<file path="src/hw/rtl/fdtp_pkg.sv">
// fdtp_pkg: shared constants, op codes, sequencer states and ring structs
// for the frame display time pacer; used by every module of the block
`timescale 1ns / 1ps
package fdtp_pkg;

  localparam int RING_DEPTH = 16;
  localparam int IDX_W      = $clog2(RING_DEPTH);

  // shared divider: 64-bit dividend, 30-bit divisor, one bit per cycle
  localparam int DIV_STEPS = 64;
  localparam int DIV_CNT_W = $clog2(DIV_STEPS);
  // shared multiplier: 64-bit multiplicand, 30-bit multiplier, one bit per cycle
  localparam int MUL_STEPS = 30;
  localparam int MUL_CNT_W = $clog2(MUL_STEPS);

  localparam logic [2:0] OP_PREDICT   = 3'd0;
  localparam logic [2:0] OP_WOKE      = 3'd1;
  localparam logic [2:0] OP_BEGIN     = 3'd2;
  localparam logic [2:0] OP_DELIVERED = 3'd3;
  localparam logic [2:0] OP_DISCARDED = 3'd4;
  localparam logic [2:0] OP_GPU_DONE  = 3'd5;
  localparam logic [2:0] OP_INFO      = 3'd6;

  localparam logic [0:0]  REG_MARGIN = 1'd0;
  localparam logic [0:0]  REG_GAIN   = 1'd1;
  localparam logic [22:0] MARGIN_RESET = 23'd1500000;
  localparam logic [16:0] GAIN_RESET   = 17'd6554;
  localparam logic [16:0] GAIN_MAX     = 17'd65536;
  localparam logic [29:0] PERIOD_RESET = 30'd10000000;

  typedef enum logic [4:0] {
    S_IDLE,
    S_PR_SETUP,
    S_PR_DIV1_GO,
    S_PR_DIV1_WAIT,
    S_PR_MUL1_GO,
    S_PR_MUL1_WAIT,
    S_PR_CHK,
    S_PR_DIV2_GO,
    S_PR_DIV2_WAIT,
    S_PR_MUL2_GO,
    S_PR_MUL2_WAIT,
    S_PR_FIN,
    S_MK_RD,
    S_EW_SETUP,
    S_EW_MUL_GO,
    S_EW_MUL_WAIT,
    S_EW_UPD,
    S_DONE
  } state_t;

  typedef struct packed {
    logic             tag_en;
    logic             wake_en;
    logic             del_en;
    logic [IDX_W-1:0] idx;
    logic [31:0]      tag;
    logic [63:0]      wake;
    logic [63:0]      del;
  } ring_wr_t;

  typedef struct packed {
    logic [31:0] tag;
    logic [63:0] wake;
    logic [63:0] del;
  } ring_rd_t;

endpackage

</file>
<file path="src/hw/rtl/fdtp_ring.sv">
// fdtp_ring: frame ring of tags, wake times and delivered times
// depends on fdtp_pkg for depth and ring structs
`timescale 1ns / 1ps
module fdtp_ring import fdtp_pkg::*; (
  input  logic             clk,
  input  logic             rst,
  input  logic [IDX_W-1:0] rd_idx,
  input  ring_wr_t         wr,
  output ring_rd_t         rd
);

  logic [31:0] tags  [RING_DEPTH];
  logic [63:0] wakes [RING_DEPTH];
  logic [63:0] dels  [RING_DEPTH];

  // entry writes, reset clears every entry
  always_ff @(posedge clk) begin
    if (rst) begin
      for (int i = 0; i < RING_DEPTH; i++) begin
        tags[i]  <= '0;
        wakes[i] <= '0;
        dels[i]  <= '0;
      end
    end else begin
      if (wr.tag_en) begin
        tags[wr.idx] <= wr.tag;
      end
      if (wr.wake_en) begin
        wakes[wr.idx] <= wr.wake;
      end
      if (wr.del_en) begin
        dels[wr.idx] <= wr.del;
      end
    end
  end

  // single read port
  assign rd.tag  = tags[rd_idx];
  assign rd.wake = wakes[rd_idx];
  assign rd.del  = dels[rd_idx];

endmodule

</file>
<file path="config.mk">
export PLATFORM = sky130hd
export DESIGN_NAME = fdtp_ring
export DESIGN_NICKNAME = d
export VERILOG_FILES = /design/src/hw/rtl/fdtp_pkg.sv /design/src/hw/rtl/fdtp_ring.sv
export SDC_FILE = /design/constraint.sdc
export NUM_CORES = 2
export LEC_CHECK = 0
export BUFFER_PORTS_ARGS = -buffer_cell sky130_fd_sc_hd__buf_4
export CAP_MARGIN = 20
export CORE_MARGIN = 1
export CORE_UTILIZATION = 30
export CTS_BUF_LIST = sky130_fd_sc_hd__clkbuf_16
export DETAILED_ROUTE_END_ITERATION = 8
export SLEW_MARGIN = 20
export SYNTH_ARGS = -nofsm -noshare
export SYNTH_HDL_FRONTEND = slang
export SYNTH_SLANG_ARGS = --single-unit
</file>
<file path="constraint.sdc">
create_clock -name clk -period 6.3 [get_ports clk]
set_input_delay 1.26 -clock clk [delete_from_list [all_inputs] [get_ports clk]]
set_output_delay 1.26 -clock clk [all_outputs]
set_load 0.02 [all_outputs]
</file>
==> run_results.csv <==
group,metric,value,unit
floorplanning,die_area,384000,µm²
logic_synthesis,yosys.area.top_type_share,67.1,%
place,place_area,123000,µm²
place,dp_hpwl,189000,µm
setup_path,crit_path_end_kind,"output pin",
timing,drv_slew,0,
logic_synthesis,yosysUniqueCellTypes,22,
cts,cts_inserted_buffers,294,
route,vias_per_cell,5.07,
logic_synthesis,synth_top_area_cell,"edfxtp_1",
global_routing,grt_pass1_vias,64359,
power_and_ir_drop,seqPwrFrac,49.9,%
timing,worst_slew_pin_slew,1200,ps
timing,fin_crit_sh,82.5,%
setup_path,endpoint,"rd[73]",
global_routing,grtUsageTotal,18.3,%
power_and_ir_drop,combPwrFrac,8.4,%
place,port_buffers,332,
floorplanning,core,379000,µm²
setup_path,start_kind,"primary input",
route,drt.antenna.violating_nets,0,
power_and_ir_drop,internal_power,30.5,mW
global_routing,antenna_found_initial,72,
global_routing,grt_pass1_wl,498000,µm
setup_path,cp.required,5040,ps
place,place_congestion,0.741,
cts,post_cts_buffers,0,
setup_path,crit_type,"primary input to output pin",
floorplanning,initial_utilization,30.2,%
setup_path,cp_slowest_cell,"mux4_2",
cts,clock-sinks,2560,
setup_path,crit_family,"buffers and inverters",
power_and_ir_drop,power_switching,9.52,mW
timing,fin_ws,1110,ps
route,routed_wl,358000,µm
cts,ctsHoldBuffers,0,
logic_synthesis,seq_area_frac_synth,67.1,%
logic_synthesis,syn_avg_cell_area,16.8,µm²
route,drc_errors,0,
setup_path,cp_cell_sequence,"buf_8, buf_12, buf_4, mux4_2, mux4_2, buf_4",
cts,clock_path_buffers,4,
logic_synthesis,synth_area,115000,µm²
min_path,min_path_cells,2,
cells_and_area,fin_util,34.9,%
setup_path,worst-path-buf-inv,4,
power_and_ir_drop,vdd_drop_max,229,µV
timing,slew_headroom,20.1,%
cells_and_area,design_area,133000,µm²
logic_synthesis,async_flop_share,0,%
logic_synthesis,syn_nets,7007,
timing,fmax,192,MHz
floorplanning,boundaryPins,333,
min_path,hold_class,"primary input to flop",
logic_synthesis,synthCells,6834,
route,first_iter_violations,6845,
logic_synthesis,yosys-top-cells-area,"edfxtp_1 67%, mux4_2 15%, and2_1 14%, clkbuf_1 1.7%, mux2i_1 0.54%",
logic_synthesis,synth_commonest_cells,"2560 x and2_1, 2560 x edfxtp_1, 744 x mux4_2, 531 x clkbuf_1, 62 x mux2i_1",
cts,clockRootBuffer,"clkbuf_16",
floorplanning,fp.dieW,620,µm
route,vias,62316,
setup_path,max_stage_delay,610,ps
timing,hold_violations,0,
global_routing,grt_max_degree,87,
cts,clkTransAtPathRegs,60,ps
place,pre_cts_ws,1110,ps
timing,rsz0062_at_grt,"false",
power_and_ir_drop,power_frac_clock,41.7,%
route,drt_first_pass_iters,5,
logic_synthesis,synth_edf_count,2560,
cells_and_area,area_growth,15.8,%
logic_synthesis,ys_seq_elements,2560,
floorplanning,die_y,620,µm
cells_and_area,drive_above_1_share,24.6,%
power_and_ir_drop,power.share.switching,23.8,%
cts,postCtsResizedCells,0,
global_routing,grt_overflow,0,
power_and_ir_drop,leakage,45.4,nW
setup_path,crit_fanout,33,
setup_path,critPathLaunch,"rd_idx[0]",
floorplanning,row_count,226,
setup_path,critical_path_depth,6,
timing,whs,716,ps
cells_and_area,nets,7203,
cts,tritoncts,"yes",
cells_and_area,fillers,35463,
cts,cts_max_level,5,
route,wire_per_inst,29.1,µm
timing,setup_viol,0,
logic_synthesis,synth-warning-count,0,
setup_path,crit_arrival,3930,ps
logic_synthesis,ys.flop_type,"edfxtp_1",
power_and_ir_drop,p_per_area,302,nW/µm²
timing,fin_tns_setup,0,ps
timing,fin_crit,5190,ps
run_status,status,"complete, no violations",
job,cap_violations,0,
worst min path at each step:
stage | start | to | slack [ps]
detailed placement | wr[144] | tags[11][16]$_SDFFCE_PN0P_ | 1650
finish | wr[59] | dels[6][59]$_SDFFCE_PN0P_ | 720
global placement | wr[30] | dels[6][30]$_SDFFCE_PN0P_ | 1630
CTS | wr[144] | tags[11][16]$_SDFFCE_PN0P_ | 630
floorplan | wr[0] | dels[0][0]$_SDFFCE_PN0P_ | 1460
global route | wr[146] | tags[15][18]$_SDFFCE_PN0P_ | 680
cells in the final DEF (no fill, tap or decap), types with 9 or more instances in the layout:
cell,n
a211oi_1,38
a21oi_1,43
and2_1,2560
buf_12,48
buf_4,488
bufinv_16,20
clkbuf_16,294
clkinv_1,53
clkinv_16,12
clkinv_2,47
diode_2,32
edfxtp_1,2560
inv_1,62
mux2i_1,62
mux4_2,744
nand2_1,18
nor2_2,9
nor2_4,33
nor2b_1,42
o221ai_1,12
or2_2,16
or2_4,32
cell families (layout without fill, tap and decap cells):
kind of cell	count (synthesis)	in the layout	synth area share (%)
AOI/OAI and AO/OA	100	100	0.566
buffers and inverters	641	1058	2.40
DFF	2560	2560	67.1
muxes	806	806	15.2
other	0	32	0
and+or+nand+nor	2727	2727	14.8
metal layers:
metal	GRT usage (%)	wire, µm
met1	23.4	141000
met2	31.4	178000
met3	3.83	28700
met4	5.14	10200
met5	0	309
power groups by stage:
stage | Sequential (mW) | Combinational [mW] | Clock, mW
2_1_floorplan | 20.2 | 1.94 | 0
3_3_place_gp | 20.2 | 3.39 | 0
3_5_place_dp | 20.3 | 3.41 | 0
4_1_cts | 20.0 | 3.42 | 16.9
5_1_grt | 20.0 | 3.53 | 17.5
6_report | 20.0 | 3.36 | 16.7
sequential cells by signal, summed over array words and instances (netlist names):
register,count
dels,1024
wakes,1024
tags,512
through the flow:
stage / instances / power, mW
finish: 12299 / 40.0
global route: 12280 / 41.1
CTS: 12267 / 40.3
detailed placement: 11750 / 23.7
global placement: 11750 / 23.6
floorplan: 6834 / 22.1
layout make-up:
cell class	count	area [µm²]	share of cell area [%]
Inverter	1	11.3	0.00849
Clock inverter	223	1990	1.50
Multi-Input combinational cell	3633	35300	26.6
Clock buffer	294	7360	5.55
Tap cell	5016	6280	4.73
Antenna cell	32	80.1	0.0604
Timing Repair Buffer	540	4680	3.53
Sequential cell	2560	76900	58.0
Note: power is estimated with default switching activity, not from simulation.
