===== src/hw/rtl/fdtp_pkg.sv =====
// fdtp_pkg: shared constants, op codes, sequencer states and ring structs
// for the frame display time pacer; used by every module of the block
`timescale 1ns / 1ps
package fdtp_pkg;

  localparam int RING_DEPTH = 16;
  localparam int IDX_W      = $clog2(RING_DEPTH);

  // shared divider: 64-bit dividend, 30-bit divisor, one bit per cycle
  localparam int DIV_STEPS = 64;
  localparam int DIV_CNT_W = $clog2(DIV_STEPS);
  // shared multiplier: 64-bit multiplicand, 30-bit multiplier, one bit per cycle
  localparam int MUL_STEPS = 30;
  localparam int MUL_CNT_W = $clog2(MUL_STEPS);

  localparam logic [2:0] OP_PREDICT   = 3'd0;
  localparam logic [2:0] OP_WOKE      = 3'd1;
  localparam logic [2:0] OP_BEGIN     = 3'd2;
  localparam logic [2:0] OP_DELIVERED = 3'd3;
  localparam logic [2:0] OP_DISCARDED = 3'd4;
  localparam logic [2:0] OP_GPU_DONE  = 3'd5;
  localparam logic [2:0] OP_INFO      = 3'd6;

  localparam logic [0:0]  REG_MARGIN = 1'd0;
  localparam logic [0:0]  REG_GAIN   = 1'd1;
  localparam logic [22:0] MARGIN_RESET = 23'd1500000;
  localparam logic [16:0] GAIN_RESET   = 17'd6554;
  localparam logic [16:0] GAIN_MAX     = 17'd65536;
  localparam logic [29:0] PERIOD_RESET = 30'd10000000;

  typedef enum logic [4:0] {
    S_IDLE,
    S_PR_SETUP,
    S_PR_DIV1_GO,
    S_PR_DIV1_WAIT,
    S_PR_MUL1_GO,
    S_PR_MUL1_WAIT,
    S_PR_CHK,
    S_PR_DIV2_GO,
    S_PR_DIV2_WAIT,
    S_PR_MUL2_GO,
    S_PR_MUL2_WAIT,
    S_PR_FIN,
    S_MK_RD,
    S_EW_SETUP,
    S_EW_MUL_GO,
    S_EW_MUL_WAIT,
    S_EW_UPD,
    S_DONE
  } state_t;

  typedef struct packed {
    logic             tag_en;
    logic             wake_en;
    logic             del_en;
    logic [IDX_W-1:0] idx;
    logic [31:0]      tag;
    logic [63:0]      wake;
    logic [63:0]      del;
  } ring_wr_t;

  typedef struct packed {
    logic [31:0] tag;
    logic [63:0] wake;
    logic [63:0] del;
  } ring_rd_t;

endpackage


===== src/hw/rtl/fdtp_div.sv =====
// fdtp_div: shared restoring divider, one quotient bit per cycle
// depends on fdtp_pkg for step counts
`timescale 1ns / 1ps
module fdtp_div import fdtp_pkg::*; (
  input  logic        clk,
  input  logic        rst,
  input  logic        start,
  input  logic [63:0] dividend,
  input  logic [29:0] divisor,
  output logic        done,
  output logic [63:0] quotient,
  output logic [29:0] remainder
);

  logic                 busy;
  logic [DIV_CNT_W-1:0] cnt;
  logic [63:0]          quo;
  logic [29:0]          rem;
  logic [29:0]          dsr;
  logic [30:0]          trial;
  logic [30:0]          diff;
  logic                 ge;

  // one trial subtraction per cycle
  assign trial = {rem, quo[63]};
  assign ge    = trial >= {1'b0, dsr};
  assign diff  = trial - {1'b0, dsr};

  // control
  always_ff @(posedge clk) begin
    if (rst) begin
      busy <= 1'b0;
      done <= 1'b0;
      cnt  <= '0;
    end else begin
      done <= 1'b0;
      if (start) begin
        busy <= 1'b1;
        cnt  <= '0;
      end else if (busy) begin
        cnt <= cnt + 1'b1;
        if (cnt == DIV_CNT_W'(DIV_STEPS - 1)) begin
          busy <= 1'b0;
          done <= 1'b1;
        end
      end
    end
  end

  // datapath
  always_ff @(posedge clk) begin
    if (start) begin
      quo <= dividend;
      rem <= '0;
      dsr <= divisor;
    end else if (busy) begin
      rem <= ge ? diff[29:0] : trial[29:0];
      quo <= {quo[62:0], ge};
    end
  end

  assign quotient  = quo;
  assign remainder = rem;

endmodule


===== config.mk =====
export PLATFORM = sky130hd
export DESIGN_NAME = fdtp_div
export DESIGN_NICKNAME = d
export VERILOG_FILES = /design/src/hw/rtl/fdtp_pkg.sv /design/src/hw/rtl/fdtp_div.sv
export SDC_FILE = /design/constraint.sdc
export NUM_CORES = 1
export LEC_CHECK = 0
export ABC_CLOCK_PERIOD_IN_PS = 3350
export BUFFER_PORTS_ARGS = -buffer_cell sky130_fd_sc_hd__buf_4
export CAP_MARGIN = 30
export CORE_AREA = 4 4 106 209
export CTS_CLUSTER_SIZE = 20
export DETAILED_ROUTE_END_ITERATION = 7
export DIE_AREA = 0 0 110 213
export PLACE_DENSITY = 0.61
export RECOVER_POWER = 50
export REMOVE_ABC_BUFFERS = 1
export SYNTH_ARGS = -nofsm -noshare
export SYNTH_HDL_FRONTEND = slang
export SYNTH_SLANG_ARGS = --single-unit
export TNS_END_PERCENT = 30

===== constraint.sdc =====
create_clock -name clk -period 3.35 [get_ports clk]
set_input_delay 0.335 -clock clk [delete_from_list [all_inputs] [get_ports clk]]
set_output_delay 0.335 -clock clk [all_outputs]
set_load 0.05 [all_outputs]

==> impl_metrics.json <==
{
  "grt_pass1_vias": 6073,
  "fin_crit_ps": 3060,
  "reg2reg_to": "remainder[25]$_SDFFE_PP0P_",
  "drt_first_pass_iters": 4,
  "critical_path.max_fanout": 10,
  "dieArea_mm2": 0.0234,
  "clockBufferDepth": 2,
  "synthArstFlopShare_pct": 0,
  "numCtsBuffers": 17,
  "post-route-util_pct": 44.7,
  "maxCapViolations": 1,
  "cts_sinks": 132,
  "whs_endpoint": "busy$_SDFF_PP0_",
  "gp_congestion": 0.885,
  "cts_tree": "built",
  "netlist_area_mm2": 0.00711,
  "clk_latency_ps": 420,
  "portBuffers": 191,
  "antenna_found_initial": 0,
  "reg2reg_slack_ps": 290,
  "drtIter0Drc": 246,
  "setup_tns_ps": 0,
  "final.setup_skew_ps": 6.78,
  "maxSlewViolCount": 90,
  "clockRootBuffer": "clkbuf_16",
  "overflow": 0,
  "routedWlPerCell_um": 18.5,
  "seq_area_frac_synth_pct": 50.4,
  "worstSetupEndpointType": "flop",
  "fmax_mhz": 327,
  "start_kind": "flop",
  "synth_largest_area_cell": "edfxtp_1",
  "synth_ff_type": "edfxtp_1",
  "synth_area_leaders": "edfxtp_1 (40%), dfxtp_1 (11%), mux2_2 (10%)",
  "cellPowerDensity_mw_per_mm2": 561,
  "htree_levels": 4,
  "coreArea_mm2": 0.0205,
  "postCtsSetupRepairBufs": 0,
  "yosys.area.top_type_share_pct": 39.7,
  "multi_input_area_mm2": 0.00322,
  "dp_hpwl_um": 15700,
  "required_ps": 3550,
  "diodes": 0,
  "min-delay-start": "rst",
  "dieWidth_um": 110,
  "grt_max_degree": 90,
  "cts_resized": 0,
  "power.internal_mw": 3.44,
  "yosysMostFrequentCell": "edfxtp_1",
  "failed_checks": "max-capacitance violations, max-slew violations",
  "total_leakage_power_nw": 3.72,
  "hold_viol_final": 0,
  "synth.distinct_cells": 60,
  "yosysWarnings": 0,
  "path_clk_slew_ps": 60,
  "worst_r2r_path_depth": 12,
  "holdBufCountCts": 0,
  "vias_per_cell": 5.15,
  "peakVddDrop_mv": 0.342,
  "ys_seq_elements": 132,
  "wirelength_um": 20700,
  "track_usage_pct": 18.3,
  "avgSynthCellArea_um2": 11.0,
  "die_h_um": 213,
  "initial_core_util_pct": 34.7,
  "nets": 973,
  "ios": 192,
  "synthTopCellsByCount": "edfxtp_1 (94), mux2_2 (64), nor2_1 (53)",
  "setup_viol": 0,
  "max_slew_margin_pct": -46.3,
  "grt_pass1_wl_um": 32300,
  "fillers": 1993,
  "min_path_type": "input pin to flop",
  "netlist_instances": 647,
  "pwr-share-clk_pct": 34.5,
  "status": "finished with violations",
  "holdPathStages": 2,
  "worstSetupStartpoint": "dsr[6]$_DFFE_PP_",
  "rsz0062_at_grt": "false",
  "tightest_slew_ps": 2190,
  "rows": 74,
  "timing.rr.start": "dsr[6]$_DFFE_PP_",
  "p_sw_share_pct": 32.9,
  "layout-drive-gt1-share_pct": 26.5,
  "drcViolationCount": 0,
  "synth-edff-count": 94,
  "crit_arrival_ps": 3260,
  "power_switching_mw": 1.69,
  "fin_crit_sh_pct": 91.2,
  "regArea_mm2": 0.00358,
  "path_class": "flop to flop",
  "seqPwrFrac_pct": 39.2,
  "area_growth_pct": 28.6,
  "routed-via-count": 5769,
  "drtAntennaViolNets": 0,
  "pwr-share-comb_pct": 26.3
}
[cells by family (layout without fill, tap and decap cells)]
family | count (synthesis) | in the layout | share of synthesized area [%]
flops | 132 | 132 | 50.4
fa+ha+maj | 33 | 33 | 5.91
buf+inv | 81 | 289 | 4.47
mux | 77 | 77 | 12.0
simple gates | 158 | 158 | 10.2
compound gates | 141 | 141 | 14.0
xor+xnor | 25 | 25 | 3.08
[cell type report]
cell class,instances,share of cell area [%]
clock inverter,13,1.29
timing repair buffer,210,14.0
clock buffer,18,4.69
multi-input combinational,434,35.2
tap,266,3.64
sequential,132,39.2
inverter,48,1.97
[layout by cell type (no fill, tap or decap), types with 17 or more instances in the layout]
cell | synthesis | layout
edfxtp_1 | 94 | 94
buf_4 | 0 | 91
clkbuf_1 | 25 | 87
mux2_2 | 64 | 64
nor2_1 | 53 | 53
inv_1 | 48 | 48
nand2_1 | 48 | 47
dfxtp_1 | 38 | 37
ha_1 | 32 | 32
clkbuf_4 | 0 | 30
a21oi_1 | 29 | 29
clkbuf_16 | 0 | 17
[per-stage QoR]
stage / setup slack [ps] / hold WS (ps) / cells / cell area [um2] / total power [mW]
2_1_floorplan: -212 / 400 / 614 / 6970 / 2.97
3_3_place_gp: 250 / 467 / 1090 / 8920 / 3.48
3_5_place_dp: 223 / 480 / 1090 / 8920 / 3.49
4_1_cts: 201 / 67.7 / 1121 / 9470 / 5.28
5_1_grt: 47.6 / 68.2 / 1121 / 9140 / 5.36
6_report: 294 / 81.1 / 1121 / 9140 / 5.13
[layer usage]
| metal | share of wire [%] | wire length (um) | track usage (%) |
|---|---|---|---|
| met2 | 58 | 12100 | 35.0 |
| met5 | 0 | 0 | 0 |
| met1 | 33 | 6810 | 17.2 |
| met4 | 3.6 | 736 | 8.65 |
| met3 | 5.4 | 1120 | 4.99 |
[sequential cells by signal, indices dropped and copies added (netlist names)]
name / count
cnt: 6
busy: 1
done: 1
dsr: 30
remainder: 30
quotient: 64
[critical path, cell delays in order, from the launching register on]
cell and delay, ps:
edfxtp_1 320, inv_1 40, ha_1 350, a21o_1 240, or3_1 320, o21ai_1 190, o211ai_1 190, o31a_1 340
buf_4 160, o21ai_1 170, buf_4 220, a311o_1 190, a311oi_1 110
[how the worst max path moves through the flow]
| stage | to | slack [ps] |
|---|---|---|
| 2_1_floorplan | quotient[0]$_DFFE_PP_ | -210 |
| 3_3_place_gp | remainder[28]$_SDFFE_PP0P_ | 250 |
| 3_5_place_dp | remainder[20]$_SDFFE_PP0P_ | 220 |
| 4_1_cts | remainder[18]$_SDFFE_PP0P_ | 200 |
| 5_1_grt | remainder[3]$_SDFFE_PP0P_ | 50 |
| 6_report | remainder[25]$_SDFFE_PP0P_ | 290 |
[power by group through the flow]
stage	sequential (mW)	combinational [mW]	clock, mW
6_report	2.01	1.35	1.77
5_1_grt	2.03	1.46	1.87
4_1_cts	2.02	1.45	1.81
3_5_place_dp	2.05	1.44	0
3_3_place_gp	2.04	1.44	0
2_1_floorplan	2.43	0.543	0
Power figures use the tool's default switching activity.
