--- src/hw/rtl/fdtp_pkg.sv ---
// fdtp_pkg: shared constants, op codes, sequencer states and ring structs
// for the frame display time pacer; used by every module of the block
`timescale 1ns / 1ps
package fdtp_pkg;

  localparam int RING_DEPTH = 16;
  localparam int IDX_W      = $clog2(RING_DEPTH);

  // shared divider: 64-bit dividend, 30-bit divisor, one bit per cycle
  localparam int DIV_STEPS = 64;
  localparam int DIV_CNT_W = $clog2(DIV_STEPS);
  // shared multiplier: 64-bit multiplicand, 30-bit multiplier, one bit per cycle
  localparam int MUL_STEPS = 30;
  localparam int MUL_CNT_W = $clog2(MUL_STEPS);

  localparam logic [2:0] OP_PREDICT   = 3'd0;
  localparam logic [2:0] OP_WOKE      = 3'd1;
  localparam logic [2:0] OP_BEGIN     = 3'd2;
  localparam logic [2:0] OP_DELIVERED = 3'd3;
  localparam logic [2:0] OP_DISCARDED = 3'd4;
  localparam logic [2:0] OP_GPU_DONE  = 3'd5;
  localparam logic [2:0] OP_INFO      = 3'd6;

  localparam logic [0:0]  REG_MARGIN = 1'd0;
  localparam logic [0:0]  REG_GAIN   = 1'd1;
  localparam logic [22:0] MARGIN_RESET = 23'd1500000;
  localparam logic [16:0] GAIN_RESET   = 17'd6554;
  localparam logic [16:0] GAIN_MAX     = 17'd65536;
  localparam logic [29:0] PERIOD_RESET = 30'd10000000;

  typedef enum logic [4:0] {
    S_IDLE,
    S_PR_SETUP,
    S_PR_DIV1_GO,
    S_PR_DIV1_WAIT,
    S_PR_MUL1_GO,
    S_PR_MUL1_WAIT,
    S_PR_CHK,
    S_PR_DIV2_GO,
    S_PR_DIV2_WAIT,
    S_PR_MUL2_GO,
    S_PR_MUL2_WAIT,
    S_PR_FIN,
    S_MK_RD,
    S_EW_SETUP,
    S_EW_MUL_GO,
    S_EW_MUL_WAIT,
    S_EW_UPD,
    S_DONE
  } state_t;

  typedef struct packed {
    logic             tag_en;
    logic             wake_en;
    logic             del_en;
    logic [IDX_W-1:0] idx;
    logic [31:0]      tag;
    logic [63:0]      wake;
    logic [63:0]      del;
  } ring_wr_t;

  typedef struct packed {
    logic [31:0] tag;
    logic [63:0] wake;
    logic [63:0] del;
  } ring_rd_t;

endpackage

--- src/hw/rtl/fdtp_mul.sv ---
// fdtp_mul: shared shift-add multiplier, one multiplier bit per cycle,
// product kept modulo 2^64; depends on fdtp_pkg for step counts
`timescale 1ns / 1ps
module fdtp_mul import fdtp_pkg::*; (
  input  logic        clk,
  input  logic        rst,
  input  logic        start,
  input  logic [63:0] mcand,
  input  logic [29:0] mplier,
  output logic        done,
  output logic [63:0] product
);

  logic                 busy;
  logic [MUL_CNT_W-1:0] cnt;
  logic [63:0]          a;
  logic [29:0]          b;
  logic [63:0]          acc;

  // control
  always_ff @(posedge clk) begin
    if (rst) begin
      busy <= 1'b0;
      done <= 1'b0;
      cnt  <= '0;
    end else begin
      done <= 1'b0;
      if (start) begin
        busy <= 1'b1;
        cnt  <= '0;
      end else if (busy) begin
        cnt <= cnt + 1'b1;
        if (cnt == MUL_CNT_W'(MUL_STEPS - 1)) begin
          busy <= 1'b0;
          done <= 1'b1;
        end
      end
    end
  end

  // accumulate one partial product per cycle
  always_ff @(posedge clk) begin
    if (start) begin
      a   <= mcand;
      b   <= mplier;
      acc <= '0;
    end else if (busy) begin
      if (b[0]) begin
        acc <= acc + a;
      end
      a <= {a[62:0], 1'b0};
      b <= {1'b0, b[29:1]};
    end
  end

  assign product = acc;

endmodule

--- config.mk ---
export PLATFORM = sky130hd
export DESIGN_NAME = fdtp_mul
export DESIGN_NICKNAME = d
export VERILOG_FILES = /design/src/hw/rtl/fdtp_pkg.sv /design/src/hw/rtl/fdtp_mul.sv
export SDC_FILE = /design/constraint.sdc
export NUM_CORES = 1
export LEC_CHECK = 0
export BUFFER_PORTS_ARGS = -buffer_cell sky130_fd_sc_hd__clkbuf_2
export CAP_MARGIN = 15
export CORE_AREA = 2 2 169 171
export DETAILED_ROUTE_END_ITERATION = 10
export DIE_AREA = 0 0 171 173
export PLACE_DENSITY_LB_ADDON = 0.08
export SYNTH_ARGS = -nofsm -noshare
export SYNTH_HDL_FRONTEND = slang
export SYNTH_SLANG_ARGS = --single-unit
--- constraint.sdc ---
create_clock -name clk -period 3.6 [get_ports clk]
set_input_delay 0.54 -clock clk [delete_from_list [all_inputs] [get_ports clk]]
set_output_delay 0.54 -clock clk [all_outputs]
set_load 0.01 [all_outputs]
==> results of run 1 <==
-- metrics by stage --
| step | total power, mW | util, % | setup slack (ns) | std cells | cell area (um^2) |
|---|---|---|---|---|---|
| after floorplan | 3.32 | - | 0.191 | 1075 | 10400 |
| after global placement | 3.72 | 42.0 | 0.275 | 1565 | 11600 |
| after detailed placement | 3.72 | 42.0 | 0.221 | 1565 | 11600 |
| after CTS | 5.63 | 44.1 | 0.176 | 1597 | 12200 |
| after global routing | 5.86 | 44.2 | 0.0394 | 1597 | 12200 |
| final | 5.56 | 44.2 | 0.244 | 1597 | 12200 |
-- power groups by stage --
stage / Clock, mW / Sequential, mW / Combinational (mW)
6_report: 1.87 / 2.32 / 1.36
5_1_grt: 1.99 / 2.35 / 1.52
4_1_cts: 1.93 / 2.33 / 1.37
3_5_place_dp: 0 / 2.37 / 1.36
3_3_place_gp: 0 / 2.36 / 1.36
2_1_floorplan: 0 / 2.35 / 0.971
-- kinds of logic (layout without fill, tap and decap cells) --
group	count (synthesis)	in the layout	synth area share, %
buf+inv	86	230	3.41
flops	165	165	40.6
compound gates	309	309	19.8
xor+xnor	41	41	3.44
mux	93	93	10.0
simple gates	315	315	14.8
fa+ha+maj	66	66	7.98
-- registers in the layout, indices dropped and copies added (netlist names) --
signal,flops
busy,1
done,1
product,64
a,64
cnt,5
b,30
-- cells in the mapped netlist (3+ instances only) --
cell / number / area [um^2]
or3_1: 6 / 37.5
xor2_1: 17 / 149
or2_2: 3 / 18.8
buf_6: 3 / 33.8
a221o_1: 6 / 60.1
nand3b_1: 9 / 67.6
and3_1: 14 / 87.6
nor3_1: 23 / 115
a211oi_1: 5 / 37.5
o21a_1: 8 / 60.1
a21o_1: 38 / 285
nor2_1: 38 / 143
clkbuf_1: 41 / 154
nand4_1: 27 / 169
buf_1: 12 / 45.0
mux2_2: 92 / 1040
or4_1: 3 / 22.5
xnor2_1: 24 / 210
a21oi_1: 123 / 616
nand2_1: 120 / 450
o31ai_1: 4 / 30.0
and2_1: 8 / 50.1
dfxtp_1: 71 / 1420
nor4_1: 5 / 31.3
a21oi_2: 9 / 78.8
buf_2: 3 / 15.0
nor2b_1: 8 / 50.1
a2111oi_2: 4 / 60.1
o21bai_1: 16 / 120
o21ai_0: 39 / 195
inv_1: 23 / 86.3
o21ai_1: 11 / 55.1
a32o_1: 3 / 30.0
a31oi_1: 7 / 43.8
edfxtp_1: 94 / 2820
nand3_1: 37 / 185
o211ai_1: 7 / 52.6
ha_1: 65 / 813
-- per-layer routing --
layer / global-route usage (%) / share of wire, %
met1: 26.7 / 48
met2: 32.2 / 47
met3: 4.03 / 4.2
met4: 3.78 / 0.63
met5: 0 / 0
-- layout make-up --
cell class	instances	area (um^2)
clock inverters	12	143
repair buffers	173	940
multi-input cells	824	5870
well taps	378	473
clock buffers	20	447
flip-flops and latches	165	4240
fillers	2813	15400
inverters	25	93.8
-- critical path, cell delays in order, from the launching register on --
cell and delay (ns):
edfxtp_1 0.40, ha_1 0.25, fa_2 0.38, a211oi_2 0.28, o21bai_2 0.14, o41ai_4 0.39
a211oi_2 0.15, o2111a_1 0.32, o21ai_4 0.17, a21oi_2 0.11, or2_4 0.29, a2111oi_4 0.28
a211o_1 0.13
-- worst max path at each step --
stage	startpoint	endpoint	slack, ns	depth (start not counted)
final	a[0]	product[54]	0.24	12
after global placement	a[0]	product[56]	0.28	12
after floorplan	start	a[0]	0.19	3
after CTS	a[0]	product[60]	0.18	12
after detailed placement	a[0]	product[60]	0.22	12
after global routing	a[0]	product[60]	0.04	12
-- what timing repair did --
action                                 in CTS  in global routing
endpoints found under the hold margin       0                  0
gates resized for setup                     0                  4
setup endpoints to repair                   0                  3
buffers inserted                            0                  0
==> flow_summary.yaml, run 1 <==
status:
  status: "complete, no violations"
clock_tree:
  numCtsBuffers: 17
  clk_latency_ns: 0.44
  hold_buffers: 0
  clock_sinks: 165
  cts_tree: "done"
  htree_levels: 4
  clk_pin_slew_ns: 0.07
  cts.path.max_buffers: 2
  root_buffer: "clkbuf_16"
die:
  initial_core_util_pct: 37.8
  core_mm2: 0.0276
  num_io_pins: 162
  die_area_mm2: 0.0296
  row_count: 61
  die_h_um: 173
  die_width_um: 171
logic_synthesis:
  ys_async_sr_fraction_pct: 0
  synth.distinct_cells: 77
  ys_seq_elements: 165
  yosys_warnings: 0
  synth-main-ff-cell: "edfxtp_1"
  synth_edf_count: 94
  syn-cell-area_mm2: 0.0104
  synth.avg_cell_area_um2: 9.72
  syn_inst: 1075
  yosysSeqAreaShare_pct: 40.6
  syn_nets: 1238
power:
  pwr-share-comb_pct: 24.5
  switching_share_pct: 31.3
  clkPwrFrac_pct: 33.7
  vdd_drop_max_mv: 0.264
  intPower_mw: 3.82
  p_leak_nw: 5.12
  powerDensity_mw_per_mm2: 455
  pwr-share-seq_pct: 41.8
  p_sw_mw: 1.74
timing:
  whs_ns: 0.267
  fin_tns_setup_ns: 0
  drv_slew: 0
  fmax_ghz: 0.298
  finClkSkew_ns: 0.0123
  setup_violations: 0
  relSlewSlack_pct: 39.6
  worst_slew_pin_slew_ns: 0.897
  rsz0062_at_grt: "false"
  hold_viol: 0
  period_share_pct: 93.2
  finalCriticalPeriod_ns: 3.36
setup_path:
  cp-end-kind: "register"
  rrSetupSlack_ns: 0.24
  worstReg2RegStart: "a[0]"
  path_class: "reg2reg"
  required_ns: 3.99
  r2r_end: "product[54]"
  worst-path-max-fanout: 5
  start_kind: "register"
  worst-r2r-cell-count: 12
  cp.arrival_ns: 3.74
placement:
  dp_hpwl_um: 21100
  portBuffers: 161
  place.gp.congestion: 0.810
drt:
  vias: 8518
  first_pass_iters: 5
  antenna_left: 0
  drt-initial-drc-count: 487
  wl_per_cell_um: 17.9
  vias_per_cell: 5.33
  drt_wl_total_um: 28600
  drc: 0
grt:
  grt_max_degree: 117
  grt_pass1_wl_um: 45900
  grt.total_usage_pct: 19.6
  grt_antenna_before_repair: 0
  grt-ovfl-total: 0
  grt_pass1_vias: 8408
cells_and_area:
  area_growth_pct: 16.9
  drive_gt1_share_pct: 27.2
  mostFrequentLayoutCells: "clkbuf_2 (160), a21oi_1 (123), nand2_1 (118), edfxtp_1 (94), mux2_2 (92)"
  antennaDiodeCount: 0
  nets: 1369
  final_common_cell: "clkbuf_2"
worst_hold_path:
  hp-start: "rst"
  hold-path-cell-count: 2
  hold_path_class: "in2reg"
  min_to: "busy"
run:
  drv_cap: 0
No activity file was read; power rests on OpenSTA's default activity.
==> run 2: changes to the inputs <==
--- a/config.mk
+++ b/config.mk
@@ -5,11 +5,12 @@
 export SDC_FILE = /design/constraint.sdc
 export NUM_CORES = 1
 export LEC_CHECK = 0
-export BUFFER_PORTS_ARGS = -buffer_cell sky130_fd_sc_hd__clkbuf_2
 export CAP_MARGIN = 15
 export CORE_AREA = 2 2 169 171
 export DETAILED_ROUTE_END_ITERATION = 10
 export DIE_AREA = 0 0 171 173
+export DONT_BUFFER_PORTS = 1
+export MAX_ROUTING_LAYER = met4
 export PLACE_DENSITY_LB_ADDON = 0.08
 export SYNTH_ARGS = -nofsm -noshare
 export SYNTH_HDL_FRONTEND = slang
==> run 2 against run 1 <==
Combinational power down 13%; sequential share of layout area up 2.3 points; final cell count is 9.5% lower; sequential power rose by 2%; clock power barely moved; via count fell by 6.3%; clock skew about the same; design area decreased by 6.3%; critical path type unchanged; largest power group unchanged.
==> flow_summary.yaml, run 2 (synthesized netlist as in run 1, its figures left out) <==
status:
  status: "complete, no violations"
setup_path:
  path_class: "reg2reg"
  worstReg2RegStart: "a[0]"
  cp_common_cell: "a211oi_2"
  path_cells: "ha_1, fa_2, a211oi_2, o21bai_2, o41ai_4, a211oi_2, o2111a_1, o21ai_4, a21oi_2, or2_4, a2111oi_4, a211o_1"
  crit_slowest_cell: "edfxtp_1"
  rrSetupSlack_ns: 0.23
  cp.arrival_ns: 3.77
  start_kind: "register"
  path_delay_family: "compound AO/OA/AOI/OAI gates"
  worst-path-max-fanout: 5
  worst-r2r-cell-count: 12
  cp-end-kind: "register"
  crit_buf_inv: 0
  cpPeakStageDelay_ns: 0.40
  path_depth: 12
  required_ns: 4.00
  r2r_end: "product[54]"
drt:
  vias_per_cell: 5.52
  drc: 0
  drt-initial-drc-count: 460
  antenna_left: 0
  drt_wl_total_um: 27900
  first_pass_iters: 5
  wl_per_cell_um: 19.3
  vias: 7979
run:
  drv_cap: 0
cells_and_area:
  area_growth_pct: 9.50
  fin_util_pct: 41.4
  final_common_cell: "a21oi_1"
  drive_gt1_share_pct: 16.9
  mostFrequentLayoutCells: "a21oi_1 (123), nand2_1 (118), edfxtp_1 (94), mux2_2 (92), dfxtp_1 (71)"
  nets: 1216
die:
  die_h_um: 173
  die_width_um: 171
  die_area_mm2: 0.0296
  core_mm2: 0.0276
  initial_core_util_pct: 37.8
  num_io_pins: 162
  row_count: 61
timing:
  fmax_ghz: 0.297
  relSlewSlack_pct: 43.9
  hold_viol: 0
  fin_tns_setup_ns: 0
  drv_slew: 0
  finClkSkew_ns: 0.0122
  setup_violations: 0
  period_share_pct: 93.5
  rsz0062_at_grt: "false"
  finalCriticalPeriod_ns: 3.37
  worst_slew_pin_slew_ns: 0.832
grt:
  grt-ovfl-total: 0
  grt.total_usage_pct: 19.8
  grt_pass1_wl_um: 44500
  grt_antenna_before_repair: 1
  grt_max_degree: 157
  grt_pass1_vias: 7921
placement:
  dp_hpwl_um: 20600
  place.gp.congestion: 0.806
  portBuffers: 0
worst_hold_path:
  hold-path-cell-count: 1
  hold_path_class: "in2reg"
  min_to: "busy"
  hp-start: "rst"
clock_tree:
  root_buffer: "clkbuf_16"
  clock_sinks: 165
  clk_latency_ns: 0.45
  clk_pin_slew_ns: 0.07
  cts_tree: "done"
  htree_levels: 4
  cts.path.max_buffers: 2
  numCtsBuffers: 17
  hold_buffers: 0
power:
  p_total_mw: 5.43
  p_leak_nw: 4.46
  powerDensity_mw_per_mm2: 475
  vdd_drop_max_mv: 0.286
## run 2: cell types whose count changed in the layout (fill, tap and decap cells not counted), moves of 2 or more
cell	previous run	this run
buf_12	3	1
buf_4	9	19
clkbuf_1	2	0
clkbuf_2	160	0
inv_8	1	3
## run 2: area by class of cell
type                            count  area (um^2)
Clock buffer                       18          439
Tap cell                          378          473
Antenna cell                        1         2.50
Sequential cell                   165         4240
Multi-Input combinational cell    824         5870
Timing Repair Buffer               20          163
Fill cell                        2774        16200
Clock inverter                     14          156
Inverter                           25         93.8
## run 2: how the worst max path moves through the flow
stage,to,slack (ns),start
2_1_floorplan,a[0],0.19,start
3_3_place_gp,product[56],0.25,a[0]
3_5_place_dp,product[56],0.17,a[0]
4_1_cts,product[56],0.15,a[0]
5_1_grt,product[51],0.05,product[1]
6_report,product[54],0.23,a[0]
## run 2: layer usage
metal	wire [um]	GRT usage [%]
met1	12800	25.1
met2	13000	31.0
met3	1820	5.88
met4	282	4.70
met5	0	-
## run 2: timing repair
action                                  CTS  global route
gates resized for setup                   0             3
endpoints found under the setup margin    0             2
buffers inserted                          0             3
## run 2: power breakdown
part | switching [mW] | internal (mW) | leakage [nW]
clock network | 0.878 | 1.00 | 0.287
logic | 0.694 | 0.496 | 2.65
registers | 0.162 | 2.20 | 1.53
## run 2: stage by stage
| step | instances | hold slack (ns) | cell area, um^2 | setup slack [ns] |
|---|---|---|---|---|
| 4_1_cts | 1441 | 0.132 | 11400 | 0.152 |
| 3_3_place_gp | 1409 | 0.503 | 10800 | 0.254 |
| 6_report | 1445 | 0.159 | 11400 | 0.233 |
| 3_5_place_dp | 1409 | 0.502 | 10800 | 0.171 |
| 2_1_floorplan | 1075 | 0.465 | 10400 | 0.191 |
| 5_1_grt | 1445 | 0.140 | 11400 | 0.0492 |
==> run 3: changes to the inputs <==
--- a/config.mk
+++ b/config.mk
@@ -10,6 +10,7 @@
 export DETAILED_ROUTE_END_ITERATION = 10
 export DIE_AREA = 0 0 171 173
 export DONT_BUFFER_PORTS = 1
+export GPL_TIMING_DRIVEN = 1
 export MAX_ROUTING_LAYER = met4
 export PLACE_DENSITY_LB_ADDON = 0.08
 export SYNTH_ARGS = -nofsm -noshare
==> constraint.sdc (replaced) <==
create_clock -name clk -period 3.1 [get_ports clk]
set_input_delay 0.465 -clock clk [delete_from_list [all_inputs] [get_ports clk]]
set_output_delay 0.465 -clock clk [all_outputs]
set_load 0.01 [all_outputs]
==> run 3 against run 2 <==
The run now ends with setup timing left; hold slack lost 0.074 ns; setup slack got worse by 0.28 ns; largest power group unchanged; combinational power increased by 48%; register-to-register slack worse by 0.28 ns; first-iteration DRC count fell by 0.87%.
==> flow_summary.yaml, run 3 (synthesized netlist as in run 1, its figures left out) <==
cells_and_area:
  final_common_cell: "buf_4"
  final_cells: 1578
  fillers: 2726
  area_growth_pct: 22.3
  stdcell_area_mm2: 0.0128
  drive_gt1_share_pct: 29.3
  nets: 1347
  mostFrequentLayoutCells: "buf_4 (148), nand2_1 (118), a21oi_1 (115), edfxtp_1 (94), mux2_2 (92)"
drt:
  vias_per_cell: 5.39
  antenna_left: 0
  wl_per_cell_um: 18.9
  drt_wl_total_um: 29800
  first_pass_iters: 5
  drt-initial-drc-count: 456
  vias: 8511
  drc: 0
worst_hold_path:
  hold-path-cell-count: 1
  hold_path_class: "in2reg"
  hp-start: "rst"
  min_to: "busy"
placement:
  dp_cells: 1533
  post-place-ws_ns: -0.223
  dp_hpwl_um: 21800
  dpl_cell_area_mm2: 0.0117
  portBuffers: 0
  place.gp.congestion: 0.862
setup_path:
  worst-path-max-fanout: 4
  worstReg2RegStart: "a[0]"
  rrSetupSlack_ns: -0.05
  cp-end-kind: "register"
  path_class: "reg2reg"
  required_ns: 3.49
  r2r_end: "product[54]"
  cp.arrival_ns: 3.54
  worst-r2r-cell-count: 12
  start_kind: "register"
timing:
  setup_violations: 4
  drv_slew: 0
  worst_slew_pin_slew_ns: 0.773
  period_share_pct: 101
  rsz0062_at_grt: "true"
  setup_ws_ns: -0.0452
  hold_viol: 0
  fmax_ghz: 0.318
  finClkSkew_ns: 0.0166
  relSlewSlack_pct: 47.9
  finalCriticalPeriod_ns: 3.15
die:
  die_area_mm2: 0.0296
  die_width_um: 171
  initial_core_util_pct: 37.8
  row_count: 61
  num_io_pins: 162
  die_h_um: 173
  core_mm2: 0.0276
clock_tree:
  clock_sinks: 165
  root_buffer: "clkbuf_16"
  htree_levels: 4
  cts_tree: "done"
  clk_latency_ns: 0.45
  cts.path.max_buffers: 2
  clk_pin_slew_ns: 0.08
  numCtsBuffers: 17
power:
  vdd_drop_max_mv: 0.363
  powerDensity_mw_per_mm2: 531
  p_leak_nw: 5.13
  p_total_mw: 6.78
grt:
  grt-ovfl-total: 0
  grt_antenna_before_repair: 2
  grt_max_degree: 157
  grt_pass1_vias: 8524
  grt.total_usage_pct: 20.5
  grt_pass1_wl_um: 46300
run:
  drv_cap: 0
status:
  violations: "setup timing"
  status: "complete, but fails checks"
[run 3: cell types whose count changed in the layout (fill, tap and decap cells not counted), moves of 5 or more]
cell	before	now
ha_4	0	7
a21oi_2	9	14
ha_1	65	55
buf_4	19	148
a21oi_1	123	115
[run 3: final cells by class]
| cell class | count | area, um^2 | area share, % |
|---|---|---|---|
| clock buffer | 18 | 429 | 3.36 |
| clock inverter | 14 | 185 | 1.45 |
| sequential | 165 | 4240 | 33.2 |
| multi-input combinational | 824 | 6190 | 48.5 |
| inverter | 25 | 93.8 | 0.734 |
| tap | 378 | 473 | 3.70 |
| timing repair buffer | 151 | 1150 | 9.03 |
| antenna | 3 | 7.51 | 0.0587 |
[run 3: timing repair]
action	4_1_cts	5_1_grt
resized for setup	23	42
setup buffers	4	8
pin swaps	13	22
setup endpoints to repair	18	34
hold buffers	0	0
[run 3: power by group]
group	leakage (nW)	switching [mW]	internal, mW
sequential	1.53	0.162	2.55
clock	0.302	1.01	1.30
combinational	3.31	0.943	0.818
total	5.13	2.11	4.67
[run 3: routing by layer]
layer	wire (um)	GRT usage [%]
met5	0	-
met3	1600	5.20
met1	13800	26.6
met2	13900	32.0
met4	451	5.01
[run 3: worst max-delay path, stage by stage (launching register included)]
cell,delay [ns]
edfxtp_1,0.40
ha_2,0.21
fa_2,0.37
a211oi_4,0.24
o21bai_2,0.11
o41ai_4,0.29
a211oi_2,0.17
o2111a_2,0.32
o21ai_4,0.17
a21oi_4,0.10
or2_4,0.28
a2111oi_4,0.29
a211o_1,0.13
[run 3: through the flow]
stage / utilization, % / hold slack [ns] / setup TNS, ns
global route: 46.2 / 0.0608 / -1.84
floorplan: - / 0.465 / 0
CTS: 45.3 / 0.0679 / -0.887
global placement: 42.5 / 0.499 / -0.821
detailed placement: 42.5 / 0.496 / -1.50
finish: 46.3 / 0.0845 / -0.113
[run 3: worst max path at each step]
| stage | end | cells after the start | slack [ns] | startpoint |
|---|---|---|---|---|
| after floorplan | product[56] | 12 | 0.03 | a[0] |
| after global placement | product[56] | 12 | -0.14 | a[0] |
| after detailed placement | product[60] | 12 | -0.22 | a[0] |
| after CTS | product[54] | 12 | -0.14 | a[0] |
| after global routing | product[54] | 12 | -0.18 | a[0] |
| final | product[54] | 12 | -0.05 | a[0] |
